## src/sv/sibling_link_table_core_macros.svh

```systemverilog
// Assertion macros for the sibling link table core.
// Included by sibling_link_table_core.sv, the RTL file that carries concurrent assertions; no other dependencies.
`ifndef SIBLING_LINK_TABLE_CORE_MACROS_SVH
`define SIBLING_LINK_TABLE_CORE_MACROS_SVH
`ifndef SYNTHESIS
`define SLT_ASSERT(lbl, clk, rstn, prop, msg) \
  lbl: assert property (@(posedge clk) disable iff (!rstn) (prop)) else $error(msg);
`define SLT_ASSERT_NEXT(lbl, clk, rstn, ante, cons, msg) \
  lbl: assert property (@(posedge clk) disable iff (!rstn) (ante) |=> (cons)) else $error(msg);
`else
`define SLT_ASSERT(lbl, clk, rstn, prop, msg)
`define SLT_ASSERT_NEXT(lbl, clk, rstn, ante, cons, msg)
`endif
`endif

```

## src/sv/slt_pkg.sv

```systemverilog
// Shared types, constants and the microcode ROM of the sibling link table core.
// Has no dependencies; used by every other RTL file.
`default_nettype none

package slt_pkg;

  localparam int SLT_DEPTH = 64;
  localparam int FUNC_W    = 3;
  localparam int IN_STMT_W = 10;
  localparam int STMT_W    = 11;
  localparam int UPC_W     = 4;

  localparam logic [FUNC_W-1:0] FUNC_SET   = 3'd0;
  localparam logic [FUNC_W-1:0] FUNC_NBR   = 3'd1;
  localparam logic [FUNC_W-1:0] FUNC_LIST  = 3'd2;
  localparam logic [FUNC_W-1:0] FUNC_DTEST = 3'd3;
  localparam logic [FUNC_W-1:0] FUNC_CTEST = 3'd4;

  localparam logic [UPC_W-1:0] U_IDLE  = 4'd0;
  localparam logic [UPC_W-1:0] U_DISP  = 4'd1;
  localparam logic [UPC_W-1:0] U_ERR   = 4'd2;
  localparam logic [UPC_W-1:0] U_SET   = 4'd3;
  localparam logic [UPC_W-1:0] U_NRD   = 4'd4;
  localparam logic [UPC_W-1:0] U_NEM   = 4'd5;
  localparam logic [UPC_W-1:0] U_LRD0  = 4'd6;
  localparam logic [UPC_W-1:0] U_LCHK  = 4'd7;
  localparam logic [UPC_W-1:0] U_LNONE = 4'd8;
  localparam logic [UPC_W-1:0] U_LRD   = 4'd9;
  localparam logic [UPC_W-1:0] U_LEM   = 4'd10;
  localparam logic [UPC_W-1:0] U_TRD   = 4'd11;
  localparam logic [UPC_W-1:0] U_TEM   = 4'd12;
  localparam logic [UPC_W-1:0] U_CRD   = 4'd13;
  localparam logic [UPC_W-1:0] U_CEM   = 4'd14;

  typedef struct packed {
    logic [FUNC_W-1:0]    func;
    logic [IN_STMT_W-1:0] first_stmt;
    logic [IN_STMT_W-1:0] second_stmt;
    logic                 direction;
  } slt_in_t;

  typedef struct packed {
    logic signed [STMT_W-1:0] stmt_out;
    logic                     is_true;
    logic                     status;
    logic                     last;
  } slt_out_t;

  typedef enum logic [2:0] {
    C_NEVER,
    C_ALWAYS,
    C_WAIT,
    C_DISP,
    C_LINK_VALID,
    C_LIST_MORE,
    C_CHAIN_MORE
  } slt_cond_e;

  typedef enum logic [1:0] {
    EM_NONE,
    EM_ALWAYS,
    EM_NOT_TAKEN
  } slt_emit_e;

  typedef enum logic [1:0] {
    SS_NONE,
    SS_LINK,
    SS_CUR
  } slt_sel_e;

  typedef struct packed {
    slt_cond_e        cond;
    logic [UPC_W-1:0] target;
    logic             fall_idle;
    logic             rd;
    logic             wr;
    slt_emit_e        emit_mode;
    slt_sel_e         stmt_sel;
    logic             t_eq;
    logic             status;
    logic             last_end;
    logic             ld_cur;
    logic             inc_cnt;
  } slt_uword_t;

  typedef struct packed {
    logic             accept;
    logic             link_vld;
    logic             list_more;
    logic             chain_more;
    logic [UPC_W-1:0] disp_pc;
  } slt_flags_t;

  typedef struct packed {
    logic     rd;
    logic     wr;
    logic     emit;
    slt_sel_e stmt_sel;
    logic     t_eq;
    logic     status;
    logic     last_end;
    logic     ld_cur;
    logic     inc_cnt;
  } slt_ctl_t;

  function automatic slt_uword_t slt_urom(input logic [UPC_W-1:0] pc);
    slt_uword_t w;
    w = '0;
    unique case (pc)
      U_IDLE: begin
        w.cond   = C_WAIT;
        w.target = U_IDLE;
      end
      U_DISP: begin
        w.cond = C_DISP;
      end
      U_ERR: begin
        w.emit_mode = EM_ALWAYS;
        w.status    = 1'b1;
        w.cond      = C_ALWAYS;
        w.target    = U_IDLE;
      end
      U_SET: begin
        w.wr        = 1'b1;
        w.emit_mode = EM_ALWAYS;
        w.cond      = C_ALWAYS;
        w.target    = U_IDLE;
      end
      U_NRD: begin
        w.rd = 1'b1;
      end
      U_NEM: begin
        w.emit_mode = EM_ALWAYS;
        w.stmt_sel  = SS_LINK;
        w.cond      = C_ALWAYS;
        w.target    = U_IDLE;
      end
      U_LRD0: begin
        w.rd = 1'b1;
      end
      U_LCHK: begin
        w.ld_cur = 1'b1;
        w.cond   = C_LINK_VALID;
        w.target = U_LRD;
      end
      U_LNONE: begin
        w.emit_mode = EM_ALWAYS;
        w.cond      = C_ALWAYS;
        w.target    = U_IDLE;
      end
      U_LRD: begin
        w.rd = 1'b1;
      end
      U_LEM: begin
        w.emit_mode = EM_ALWAYS;
        w.stmt_sel  = SS_CUR;
        w.last_end  = 1'b1;
        w.ld_cur    = 1'b1;
        w.inc_cnt   = 1'b1;
        w.cond      = C_LIST_MORE;
        w.target    = U_LRD;
        w.fall_idle = 1'b1;
      end
      U_TRD: begin
        w.rd = 1'b1;
      end
      U_TEM: begin
        w.emit_mode = EM_ALWAYS;
        w.t_eq      = 1'b1;
        w.cond      = C_ALWAYS;
        w.target    = U_IDLE;
      end
      U_CRD: begin
        w.rd = 1'b1;
      end
      U_CEM: begin
        w.emit_mode = EM_NOT_TAKEN;
        w.t_eq      = 1'b1;
        w.ld_cur    = 1'b1;
        w.inc_cnt   = 1'b1;
        w.cond      = C_CHAIN_MORE;
        w.target    = U_CRD;
        w.fall_idle = 1'b1;
      end
      default: begin
        w.cond   = C_ALWAYS;
        w.target = U_IDLE;
      end
    endcase
    return w;
  endfunction

endpackage

`default_nettype wire

```

## src/sv/slt_ram.sv

```systemverilog
// Generic single-write, single-read RAM with a registered read port.
// Uses slt_pkg for its default depth only.
`default_nettype none

module slt_ram
  import slt_pkg::*;
#(
  parameter int Width = 6,
  parameter int Depth = SLT_DEPTH,
  localparam int AddrW = (Depth > 1) ? $clog2(Depth) : 1
) (
  input  wire logic             clk_i,
  input  wire logic             we_i,
  input  wire logic [AddrW-1:0] waddr_i,
  input  wire logic [Width-1:0] wdata_i,
  input  wire logic             re_i,
  input  wire logic [AddrW-1:0] raddr_i,
  output logic      [Width-1:0] rdata_o
);

  logic [Width-1:0] mem_q [Depth];

  always_ff @(posedge clk_i) begin
    if (we_i) begin
      mem_q[waddr_i] <= wdata_i;
    end
    if (re_i) begin
      rdata_o <= mem_q[raddr_i];
    end
  end

endmodule

`default_nettype wire

```

## src/sv/slt_useq.sv

```systemverilog
// Microcode sequencer: step counter, control ROM from slt_pkg and jump logic.
// Depends on slt_pkg; drives the datapath of sibling_link_table_core.
`default_nettype none

module slt_useq
  import slt_pkg::*;
(
  input  wire logic       clk_i,
  input  wire logic       rst_ni,
  input  wire slt_flags_t flags_i,
  output slt_ctl_t        ctl_o,
  output logic            busy_o
);

  logic [UPC_W-1:0] pc_q, pc_d;
  slt_uword_t       uw;
  logic             taken;

  always_comb begin
    uw = slt_urom(pc_q);
    unique case (uw.cond)
      C_NEVER:      taken = 1'b0;
      C_ALWAYS:     taken = 1'b1;
      C_WAIT:       taken = !flags_i.accept;
      C_DISP:       taken = 1'b1;
      C_LINK_VALID: taken = flags_i.link_vld;
      C_LIST_MORE:  taken = flags_i.list_more;
      C_CHAIN_MORE: taken = flags_i.chain_more;
      default:      taken = 1'b0;
    endcase

    priority if (taken && uw.cond == C_DISP) begin
      pc_d = flags_i.disp_pc;
    end else if (taken) begin
      pc_d = uw.target;
    end else if (uw.fall_idle) begin
      pc_d = U_IDLE;
    end else begin
      pc_d = pc_q + 1'b1;
    end

    ctl_o.rd       = uw.rd;
    ctl_o.wr       = uw.wr;
    ctl_o.emit     = (uw.emit_mode == EM_ALWAYS) ||
                     ((uw.emit_mode == EM_NOT_TAKEN) && !taken);
    ctl_o.stmt_sel = uw.stmt_sel;
    ctl_o.t_eq     = uw.t_eq;
    ctl_o.status   = uw.status;
    ctl_o.last_end = uw.last_end;
    ctl_o.ld_cur   = uw.ld_cur;
    ctl_o.inc_cnt  = uw.inc_cnt;
  end

  assign busy_o = (pc_q != U_IDLE);

  always_ff @(posedge clk_i or negedge rst_ni) begin
    if (!rst_ni) begin
      pc_q <= U_IDLE;
    end else begin
      pc_q <= pc_d;
    end
  end

endmodule

`default_nettype wire

```

## src/sv/sibling_link_table_core.sv

```systemverilog
// Each item is accepted only while busy is low and is finished before the next one is
// taken. A set, error or unused-code item gives its one result without a link read;
// neighbour and direct test give it after one link read. A chain list gives its members
// one per link read, and a chain test answers after one or more link reads. The link
// reads from the link RAMs set the pace of an item. The receiver cannot stall.
// Reset clears the per-entry valid bits at once, so every link reads as none right away.
`default_nettype none
`include "sibling_link_table_core_macros.svh"

module sibling_link_table_core
  import slt_pkg::*;
#(
  parameter int DEPTH = SLT_DEPTH
) (
  input  wire logic    clk_i,
  input  wire logic    rst_ni,
  input  wire logic    start,
  input  wire slt_in_t cmd_i,
  output logic         busy,
  output logic         result_valid_o,
  output slt_out_t     result_o
);

  localparam int IdxW = (DEPTH > 1) ? $clog2(DEPTH) : 1;

  slt_flags_t flags;
  slt_ctl_t   ctl;

  logic [FUNC_W-1:0] func_q;
  logic [IdxW-1:0]   a_q, b_q, cur_q, cnt_q;
  logic              a_ok_q, b_ok_q, tbl_q, link_vld_q;
  logic [DEPTH-1:0]  next_vld_q, prev_vld_q;
  logic [IdxW-1:0]   next_rdata, prev_rdata, link_idx;
  logic              accept, link_eq, cnt_end;
  slt_out_t          res_d;

  assign accept   = start && !busy;
  assign link_idx = tbl_q ? next_rdata : prev_rdata;
  assign link_eq  = link_vld_q && (link_idx == b_q);
  assign cnt_end  = (cnt_q == IdxW'(DEPTH - 1));

  slt_useq u_seq (
    .clk_i,
    .rst_ni,
    .flags_i (flags),
    .ctl_o   (ctl),
    .busy_o  (busy)
  );

  slt_ram #(.Width(IdxW), .Depth(DEPTH)) u_next_ram (
    .clk_i,
    .we_i    (ctl.wr),
    .waddr_i (a_q),
    .wdata_i (b_q),
    .re_i    (ctl.rd),
    .raddr_i (cur_q),
    .rdata_o (next_rdata)
  );

  slt_ram #(.Width(IdxW), .Depth(DEPTH)) u_prev_ram (
    .clk_i,
    .we_i    (ctl.wr),
    .waddr_i (b_q),
    .wdata_i (a_q),
    .re_i    (ctl.rd),
    .raddr_i (cur_q),
    .rdata_o (prev_rdata)
  );

  always_comb begin
    flags.accept     = accept;
    flags.link_vld   = link_vld_q;
    flags.list_more  = link_vld_q && !cnt_end;
    flags.chain_more = link_vld_q && !link_eq && !cnt_end;

    priority if (func_q > FUNC_CTEST || !a_ok_q) begin
      flags.disp_pc = U_ERR;
    end else if (!b_ok_q && (func_q == FUNC_SET || func_q == FUNC_DTEST ||
                             func_q == FUNC_CTEST)) begin
      flags.disp_pc = U_ERR;
    end else begin
      unique case (func_q)
        FUNC_SET:   flags.disp_pc = U_SET;
        FUNC_NBR:   flags.disp_pc = U_NRD;
        FUNC_LIST:  flags.disp_pc = U_LRD0;
        FUNC_DTEST: flags.disp_pc = U_TRD;
        default:    flags.disp_pc = U_CRD;
      endcase
    end
  end

  always_comb begin
    unique case (ctl.stmt_sel)
      SS_LINK: res_d.stmt_out = link_vld_q ?
                 $signed({{(STMT_W - IdxW){1'b0}}, link_idx}) : '1;
      SS_CUR:  res_d.stmt_out = $signed({{(STMT_W - IdxW){1'b0}}, cur_q});
      default: res_d.stmt_out = '1;
    endcase
    res_d.is_true = ctl.t_eq && link_eq;
    res_d.status  = ctl.status;
    res_d.last    = ctl.last_end ? !flags.list_more : 1'b1;
  end

  always_ff @(posedge clk_i or negedge rst_ni) begin
    if (!rst_ni) begin
      next_vld_q     <= '0;
      prev_vld_q     <= '0;
      result_valid_o <= 1'b0;
    end else begin
      result_valid_o <= ctl.emit;
      if (ctl.wr) begin
        next_vld_q[a_q] <= 1'b1;
        prev_vld_q[b_q] <= 1'b1;
      end
    end
  end

  always_ff @(posedge clk_i) begin
    if (accept) begin
      func_q <= cmd_i.func;
      a_q    <= cmd_i.first_stmt[IdxW-1:0];
      cur_q  <= cmd_i.first_stmt[IdxW-1:0];
      b_q    <= cmd_i.second_stmt[IdxW-1:0];
      a_ok_q <= cmd_i.first_stmt < IN_STMT_W'(DEPTH);
      b_ok_q <= cmd_i.second_stmt < IN_STMT_W'(DEPTH);
      tbl_q  <= cmd_i.direction || cmd_i.func == FUNC_DTEST || cmd_i.func == FUNC_CTEST;
      cnt_q  <= '0;
    end else begin
      if (ctl.ld_cur) begin
        cur_q <= link_idx;
      end
      if (ctl.inc_cnt) begin
        cnt_q <= cnt_q + 1'b1;
      end
    end
    if (ctl.rd) begin
      link_vld_q <= tbl_q ? next_vld_q[cur_q] : prev_vld_q[cur_q];
    end
    if (ctl.emit) begin
      result_o <= res_d;
    end
  end

  `SLT_ASSERT(a_result_while_busy, clk_i, rst_ni, result_valid_o |-> $past(busy), "result without a pending item")
  `SLT_ASSERT_NEXT(a_accept_busy, clk_i, rst_ni, accept, busy, "accepted item did not start work")
  `SLT_ASSERT_NEXT(a_last_ends, clk_i, rst_ni, result_valid_o && result_o.last, !result_valid_o, "result after the last one of an item")
  `SLT_ASSERT_NEXT(a_more_follows, clk_i, rst_ni, result_valid_o && !result_o.last, busy, "item ended before its last result")
  `SLT_ASSERT(a_error_single, clk_i, rst_ni, (result_valid_o && result_o.status) |-> result_o.last, "error result not marked last")

endmodule

`default_nettype wire

```

## config.mk

```make
export PLATFORM = sky130hd
export DESIGN_NAME = sibling_link_table_core
export DESIGN_NICKNAME = d
export VERILOG_FILES = /design/src/sv/slt_pkg.sv /design/src/sv/slt_ram.sv /design/src/sv/slt_useq.sv /design/src/sv/sibling_link_table_core.sv
export VERILOG_INCLUDE_DIRS = /design/src /design/src/sv
export SDC_FILE = /design/constraint.sdc
export NUM_CORES = 1
export LEC_CHECK = 0
export BUFFER_PORTS_ARGS = -buffer_cell sky130_fd_sc_hd__clkbuf_2
export CAP_MARGIN = 40
export CORE_UTILIZATION = 56
export CTS_CLUSTER_SIZE = 40
export DETAILED_ROUTE_END_ITERATION = 10
export GPL_TIMING_DRIVEN = 0
export PLACE_DENSITY = 0.82
export SLEW_MARGIN = 20
export SYNTH_ARGS = -nofsm -noshare
export SYNTH_HDL_FRONTEND = slang
export SYNTH_SLANG_ARGS = --single-unit
```

## constraint.sdc

```tcl
create_clock -name clk_i -period 3.5 [get_ports clk_i]
set_input_delay 0 -clock clk_i [delete_from_list [all_inputs] [get_ports clk_i]]
set_output_delay 0 -clock clk_i [all_outputs]
set_load 0.005 [all_outputs]
```

==> results.md, run 1 <==
Run status:
- The flow ran to the end, but the final reports show violations.
- The checks that failed: design-rule violations, negative setup slack.

Clock network:
- Counting every sink on the clock net gives 954.
- The H-tree depth is 3.
- Clock-pin slew was measured on the worst setup and hold paths at 0.06 ns.
- The clock passes through at most 3 buffers.
- The clock buffer count from CTS is 90.
- The tree is rooted in a sky130_fd_sc_hd__clkbuf_16.
- The source-to-sink clock delay at the later pin of the worst-skew pair is 0.65 ns.
- TritonCTS built the clock tree.

Detailed routing:
- The routed layout has 20.7k vias.
- The pre-antenna-repair detailed-routing pass consisted of 10 iterations.
- The via density per instance is 6.82.
- The routed metal-1 wirelength is 33,900 µm.
- The count of nets left with antenna violations once routing finished came out at 0.
- The routed length per instance is 33.2 µm.
- Wires add up to 101,000 µm.
- The detailed router finished its first iteration with 3,208 violations.
- The amount of wire on met2 after detailed routing is 46,600 µm.
- Wire segments on met3 add up to 13,500 µm in the final route.
- The top routing layer in use is met4.
- After detailed routing, the number of remaining DRC violations is 1.

Critical path:
- The startpoint of the worst register-to-register path is u_seq.pc_q[0].
- The nature of the critical path endpoint is a flip-flop.
- STA puts the critical path data arrival time at 3.95 ns.
- The worst-path maximum fanout is 8.
- The launching element type of the critical path is a flip-flop.
- The class of the most critical setup path is flip-flop to flip-flop.
- The worst register-to-register path ends at u_next_ram.mem_q[1][0].
- Measured in cells, the most critical reg-to-reg path has a length of 5.
- The critical path required time is 3.78 ns.
- The setup slack of the most critical reg-to-reg path is -0.17 ns.

Yosys:
- The biggest area contributor in the post-synthesis netlist is sky130_fd_sc_hd__edfxtp_1.
- In the post-synthesis netlist, the biggest area contributors are sky130_fd_sc_hd__edfxtp_1 (65%), sky130_fd_sc_hd__mux4_2 (16%), sky130_fd_sc_hd__dfrtp_1 (8.9%), sky130_fd_sc_hd__or2_2 (2.2%), sky130_fd_sc_hd__nor2_1 (1.6%).
- The synthesized design contains 815 enable-type register cells.
- The post-synthesis cell type count is 46.
- In the synthesized netlist, the number of instances is 1,877.
- A synthesized cell averages 20.0 µm².
- The most used flip-flop cell after synthesis is sky130_fd_sc_hd__edfxtp_1.
- The post-synthesis net count is 1,911.
- Sequential cells were found to cover 74.4% of the synthesized design area.
- The share of flip-flops with an asynchronous set or reset after synthesis is 13.9%.
- The yosys synthesis warning count is 0.
- The cell area that synthesis handed to floorplanning was 0.0375 mm².
- The total of flip-flops plus latches after synthesis is 954.
- After synthesis, the largest area contributor takes up 65.2% of total cell area.

Floorplanning:
- After floorplanning, the core was divided into 94 placement rows.
- The number of top-level pins is 43.
- The horizontal extent of the die is 261 µm.
- The die covers 0.0680 mm².
- The vertical die dimension is 261 µm.
- The starting density of the core is 56.9%.
- The area of the placeable core is 0.0660 mm².

Timing:
- For the finished layout, the period the worst path requires is 3.67 ns.
- The clock arrives with 0.0197 ns of skew.
- The count of final max-slew check failures is 0.
- Setup violations remaining at the end of the flow were counted as 93.
- The maximum clock frequency is 273 MHz.
- The worst slew margin relative to its limit is 34.0%.
- Dividing the final minimum period by the clock period gives 105%.
- Setup repair after global routing could not meet its margin everywhere.
- The count of endpoints failing hold in the final timing report came to 0.
- The worst path setup slack after routing is -0.169 ns.
- The actual slew at the worst max-slew pin is 0.987 ns.
- The tightest hold path in the finished design has a slack of 0.0293 ns.
- For the final routed database, the setup TNS stands at -7.85 ns.

Place:
- The routability-driven placement congestion ratio is 0.957.
- Once detailed placement completed, the half-perimeter wirelength came to 66,400 µm.
- The port buffer count is 42.
- The area of placed instances is 0.0396 mm².

Power and ir drop:
- Across the VDD grid, the largest voltage drop is 432 µV.
- Dividing total power by cell area gives a power density of 706 mW/mm².
- The leakage power summed over all cells is 14.9 nW.

GRT:
- The first global-routing pass estimated 143,000 µm of wire.
- For this run, the total global-route usage over all layers was measured as 30.1%.
- For this run the aggregate overflow at the end of global routing stands at 0.
- The via count of the first global-routing pass is 20.9k.
- The number of antenna violations at the first check in global routing came to 0.
- The maximum number of pins on one net before global-route repair is 73.

Hold path:
- The hold path endpoint is u_seq.pc_q[2].
- The launch point of the worst hold path is start.
- The hold-critical path depth is 6.
- The path class of the tightest hold or removal check is input pin to flip-flop.

Layout:
- The filler cell count in the final layout is 3,985.
- Of the cells placed in the final design, the portion with a size suffix greater than 1 is 32.5%.
- The post-layout net count is 2,129.
- The signed area change from the synthesized netlist to the final layout is 14.6%.
- The cell area after layout is 0.0430 mm².
- Leaving out fill and tap cells, the most frequent cell in the layout is sky130_fd_sc_hd__edfxtp_1.
- In the layout the commonest cells are sky130_fd_sc_hd__edfxtp_1 (815), sky130_fd_sc_hd__mux4_2 (272), sky130_fd_sc_hd__nor2_1 (147).
- The share of the core filled with cells is 65.1%.
- The number of antenna diodes in the final layout is 0.

Run:
- The max-capacitance violation count is 0.
## metrics by stage
stage / instances / power [mW] / setup WS, ns
3_5_place_dp: 2834 / 20.3 / -0.133
4_1_cts: 3025 / 30.0 / -0.0723
5_1_grt: 3035 / 30.9 / -0.145
3_3_place_gp: 2783 / 19.8 / -0.946
6_report: 3035 / 30.4 / -0.169
2_1_floorplan: 1877 / 17.6 / 0.517
## worst max-delay path by stage
| stage | end | startpoint | slack, ns |
|---|---|---|---|
| floorplan | u_prev_ram.mem_q[57][0] | b_q[0] | 0.52 |
| finish | u_next_ram.mem_q[1][0] | u_seq.pc_q[0] | -0.17 |
| CTS | u_next_ram.mem_q[46][4] | u_seq.pc_q[0] | -0.07 |
| detailed placement | result_o[5] | b_q[5] | -0.13 |
| global route | u_next_ram.mem_q[19][5] | u_seq.pc_q[0] | -0.14 |
| global placement | result_o[3] | b_q[4] | -0.95 |
## Yosys cell counts, types with 2 or more instances
cell,instances
sky130_fd_sc_hd__a21oi_1,15
sky130_fd_sc_hd__a211o_1,3
sky130_fd_sc_hd__nand3b_1,9
sky130_fd_sc_hd__nor4_1,2
sky130_fd_sc_hd__xnor2_1,3
sky130_fd_sc_hd__a221o_1,7
sky130_fd_sc_hd__nor2b_1,8
sky130_fd_sc_hd__buf_2,21
sky130_fd_sc_hd__nor3_1,33
sky130_fd_sc_hd__nor3b_1,2
sky130_fd_sc_hd__mux4_2,272
sky130_fd_sc_hd__nor2_1,162
sky130_fd_sc_hd__nand2_1,38
sky130_fd_sc_hd__ha_1,7
sky130_fd_sc_hd__buf_1,13
sky130_fd_sc_hd__mux2i_1,8
sky130_fd_sc_hd__o32ai_1,5
sky130_fd_sc_hd__xor2_1,8
sky130_fd_sc_hd__or3b_2,3
sky130_fd_sc_hd__buf_6,2
sky130_fd_sc_hd__a22oi_1,5
sky130_fd_sc_hd__nand4_1,5
sky130_fd_sc_hd__o21ai_0,14
sky130_fd_sc_hd__or2_2,129
sky130_fd_sc_hd__nand2b_1,4
sky130_fd_sc_hd__o211ai_1,2
sky130_fd_sc_hd__a21o_1,2
sky130_fd_sc_hd__or3_1,11
sky130_fd_sc_hd__dfxtp_1,6
sky130_fd_sc_hd__o22ai_1,18
sky130_fd_sc_hd__dfrtp_1,133
sky130_fd_sc_hd__buf_4,13
sky130_fd_sc_hd__edfxtp_1,815
sky130_fd_sc_hd__clkbuf_1,52
sky130_fd_sc_hd__inv_1,12
sky130_fd_sc_hd__nand3_1,25
## state kept, by name, indices dropped and copies added, names as in the netlist
name / cells
b_q: 6
u_seq.pc_q: 4
link_vld_q: 1
result_o: 10
cnt_q: 6
u_next_ram.mem_q: 384
cur_q: 6
func_q: 3
result_valid_o: 1
tbl_q: 1
prev_vld_q: 64
b_ok_q: 1
u_next_ram.rdata_o: 6
u_prev_ram.rdata_o: 6
next_vld_q: 64
a_ok_q: 1
a_q: 6
u_prev_ram.mem_q: 384
## final cells by class
| cell class | instances | area [µm²] | share of cell area, % |
|---|---|---|---|
| clock inverters | 28 | 235 | 0.547 |
| inverters | 13 | 48.8 | 0.114 |
| multi-input cells | 809 | 9140 | 21.3 |
| plain buffers | 101 | 475 | 1.11 |
| well taps | 864 | 1080 | 2.51 |
| repair buffers | 126 | 1360 | 3.17 |
| flip-flops and latches | 954 | 27900 | 65.0 |
| clock buffers | 140 | 2720 | 6.32 |
## power by group
group | internal [mW] | switching, mW | total, mW
clock network | 5.57 | 4.26 | 9.83
logic | 2.85 | 4.17 | 7.02
registers | 13.2 | 0.321 | 13.5
total | 21.6 | 8.75 | 30.4
## cell families after synthesis
logic type / after synthesis / share of synthesized area [%]
AND/OR/NAND/NOR: 432 / 5.73
adder cells (fa/ha/maj): 7 / 0.233
buffers and inverters: 114 / 1.38
XOR/XNOR: 11 / 0.257
AO/OA/AOI/OAI: 78 / 1.41
multiplexers: 281 / 16.6
flip-flops: 954 / 74.4
## routing by layer
metal	track usage (%)	up-vias
li1	-	7989
met1	38.9	10500
met2	45.8	1821
met3	9.79	394
met4	16.6	0
met5	0	-
## what timing repair did
item	in CTS	in global routing
hold buffers	23	0
setup endpoints to repair	49	329
setup buffers	0	1
endpoints found under the hold margin	157	0
resized for setup	1	21
gates cloned	0	0
## worst max-delay path: stages, from the launching register on
cell and delay [ns]:
sky130_fd_sc_hd__dfrtp_1 0.43, sky130_fd_sc_hd__ha_1 0.29, sky130_fd_sc_hd__nand2b_1 0.10, sky130_fd_sc_hd__nor2_1 0.75
sky130_fd_sc_hd__nand3_1 0.87, sky130_fd_sc_hd__nor2_1 0.85
No activity file was read; power rests on OpenSTA's default activity.
==> inputs of run 2 (changes only) <==
- REMOVE_ABC_BUFFERS: unset -> 1
==> results.md, run 2 (synthesized netlist as in run 1, its figures left out) <==
Run status:
- The run finished, with violations left.
- The checks that failed: design-rule violations, negative hold slack, negative setup slack.

Timing:
- The number of setup violations in the final report is 238.
- The minimum clock period after layout is 3.71 ns.
- Setup slack on the critical path of the routed design comes to -0.208 ns.
- The worst slew margin relative to its limit is 29.8%.
- For the pin with the worst max-slew slack, the measured transition is 1.05 ns.
- The share of the clock period used by the worst path after layout is 106%.
- Static timing analysis puts the maximum clock frequency at 270 MHz.
- The post-route worst hold slack is -0.0124 ns.
- The post-route clock skew is 0.0360 ns.
- The count of endpoints failing hold in the final timing report came to 4.
- Setup repair after global routing could not meet its margin everywhere.
- The total negative slack for setup checks is -23.22 ns.
- The count of final max-slew check failures came to 0.

Floorplanning:
- Measured along the x axis, the die boundary spans 261 µm.
- The area of the placeable core is 0.0660 mm².
- The number of top-level pins is 43.
- In this run the core area contains 94 standard-cell rows.
- The vertical die dimension is 261 µm.
- Once the floorplan was initialized, standard cells occupied 56.9% of the core.
- The die outline area is 0.0680 mm².

Critical path:
- The class of the most critical setup path is flip-flop to flip-flop.
- Along the worst path, the maximum fanout reaches 11.
- Data on the critical path is required at its endpoint by 3.77 ns.
- The launching element type of the critical path is a flip-flop.
- The data arrival time of the worst path is 3.98 ns.
- The nature of the critical path endpoint is a flip-flop.

Layout:
- Leaving out fill and tap cells, the most frequent cell in the layout is sky130_fd_sc_hd__edfxtp_1.
- The area of the multi-input gates is 0.00921 mm².
- The final layout contains 2,064 nets.
- The signed area change from the synthesized netlist to the final layout is 16.1%.
- The number of antenna diodes in the final layout is 0.
- After routing the design area is 0.0435 mm².
- The share of cells above drive strength 1 is 35.1%.
- In the layout the commonest cells are sky130_fd_sc_hd__edfxtp_1 (815), sky130_fd_sc_hd__mux4_2 (272), sky130_fd_sc_hd__dfrtp_1 (133).
- Registers take 0.0279 mm².
- The layout has 3,798 filler cells.
- In the final layout, the registers with the most flip-flops are u_next_ram.mem_q (384), u_prev_ram.mem_q (384).

Clock network:
- The clock buffer count from CTS is 90.
- The maximum buffer depth of the clock tree is 3.
- The H-tree depth is 3.
- The clock-pin slew reported for the worst setup and hold paths after clock tree synthesis is 0.06 ns.
- The source-to-sink clock delay at the later pin of the worst-skew pair is 0.67 ns.
- TritonCTS built the clock tree.
- The cell sitting at the root of the clock tree is a sky130_fd_sc_hd__clkbuf_16.
- The clock drives 954 sinks.

Run:
- The max-capacitance violation count is 0.

Detailed routing:
- Wires add up to 103,000 µm.
- The routed length per instance is 34.5 µm.
- The number of vias in the routed layout is 20.9k.
- For this run, design rule violations remaining after detail routing come to 5.
- The first TritonRoute pass finished after 10 iterations.
- The first-iteration detailed-routing DRC count is 3,262.
- The number of routed nets with antenna violations is 0.
- Dividing the detail-routed via count by the number of cells gives 7.04.

Place:
- The area of placed instances is 0.0399 mm².
- The HPWL after detailed placement is 57,900 µm.
- Port buffering added 42 buffers.
- The routability-driven placement congestion ratio is 0.831.

GRT:
- The via count of the first global-routing pass is 21.6k.
- In the global route stage, overall resource usage came out at 30.8%.
- Entering global routing, the biggest net connects 79 pins.
- After global routing the overflow that remains totals 0.
- The first global-routing pass estimated 148,000 µm of wire.
- The number of antenna violations at the first check in global routing came to 2.

Power and ir drop:
- The leakage power summed over all cells is 15.1 nW.
- IR analysis of the VDD net gives a maximum drop of 461 µV.
- For this design the ratio of total power to cell area is 719 mW/mm².

Hold path:
- The worst min-delay path category is input pin to asynchronous set/reset pin.
run 2: metal layers:
metal  vias up  GRT usage, %  part of all wire (%)  routed length, µm
met5         -             0                 0.032                 33
met4         4          16.5                   6.3               6470
met3       492          9.04                    12              12700
met2      1884          49.9                    48              49600
met1     10700          37.5                    33              33800
li1       7856             -                     -                  -
run 2: area by class of cell:
cell class / instances / share of cell area, %
inverter: 13 / 0.112
clock inverter: 47 / 1.37
clock buffer: 123 / 5.94
timing repair buffer: 162 / 4.82
sequential: 954 / 64.1
tap: 864 / 2.48
multi-input combinational: 809 / 21.1
run 2: what timing repair did:
item                       CTS  global route
hold buffers                21             0
gates cloned                 0             0
buffers inserted             4             1
setup endpoints to repair  289           226
hold endpoints to repair   157             0
pin swaps                    1             1
gates resized for setup      8            40
run 2: final timing paths:
| check | startpoint | to | slack, ns | depth (start not counted) |
|---|---|---|---|---|
| max | u_seq.pc_q[0] | u_next_ram.mem_q[21][4] | -0.21 | 5 |
| min | rst_ni | prev_vld_q[6] | -0.01 | 2 |
| max reg2reg | u_seq.pc_q[0] | u_next_ram.mem_q[21][4] | -0.21 | 5 |
| min reg2reg | next_vld_q[20] | next_vld_q[20] | 0.46 | 1 |
| max in group asynchronous | rst_ni | next_vld_q[48] | 2.72 | 3 |
| min in group clk_i | cmd_i[2] | b_q[1] | 0.04 | 2 |
run 2: power breakdown:
| group | internal, mW | switching, mW | leakage, nW | total [mW] |
|---|---|---|---|---|
| logic | 3.18 | 3.93 | 4.33 | 7.11 |
| registers | 13.2 | 0.417 | 9.20 | 13.6 |
| clock network | 6.11 | 4.49 | 1.54 | 10.6 |
| total | 22.5 | 8.83 | 15.1 | 31.3 |
run 2: critical path: stages, from the launching register on:
cell and delay, ns:
sky130_fd_sc_hd__dfrtp_1 0.42, sky130_fd_sc_hd__ha_1 0.28, sky130_fd_sc_hd__nand2b_1 0.43, sky130_fd_sc_hd__nor2_2 0.62, sky130_fd_sc_hd__nand3_1 0.76, sky130_fd_sc_hd__nor2_1 0.79
run 2: metrics by stage:
step | hold slack [ns] | cells | worst slack (ns) | power, mW | utilization [%]
floorplan | -0.296 | 1776 | -6.84 | 17.8 | -
global placement | 0.179 | 2682 | -11.15 | 19.0 | 58.1
detailed placement | 0.105 | 2774 | -0.242 | 20.3 | 60.5
finish | -0.0124 | 2972 | -0.208 | 31.3 | 66.0
CTS | 0.0170 | 2969 | 0.0177 | 30.9 | 65.8
global route | 0.0268 | 2972 | -0.185 | 31.9 | 66.0
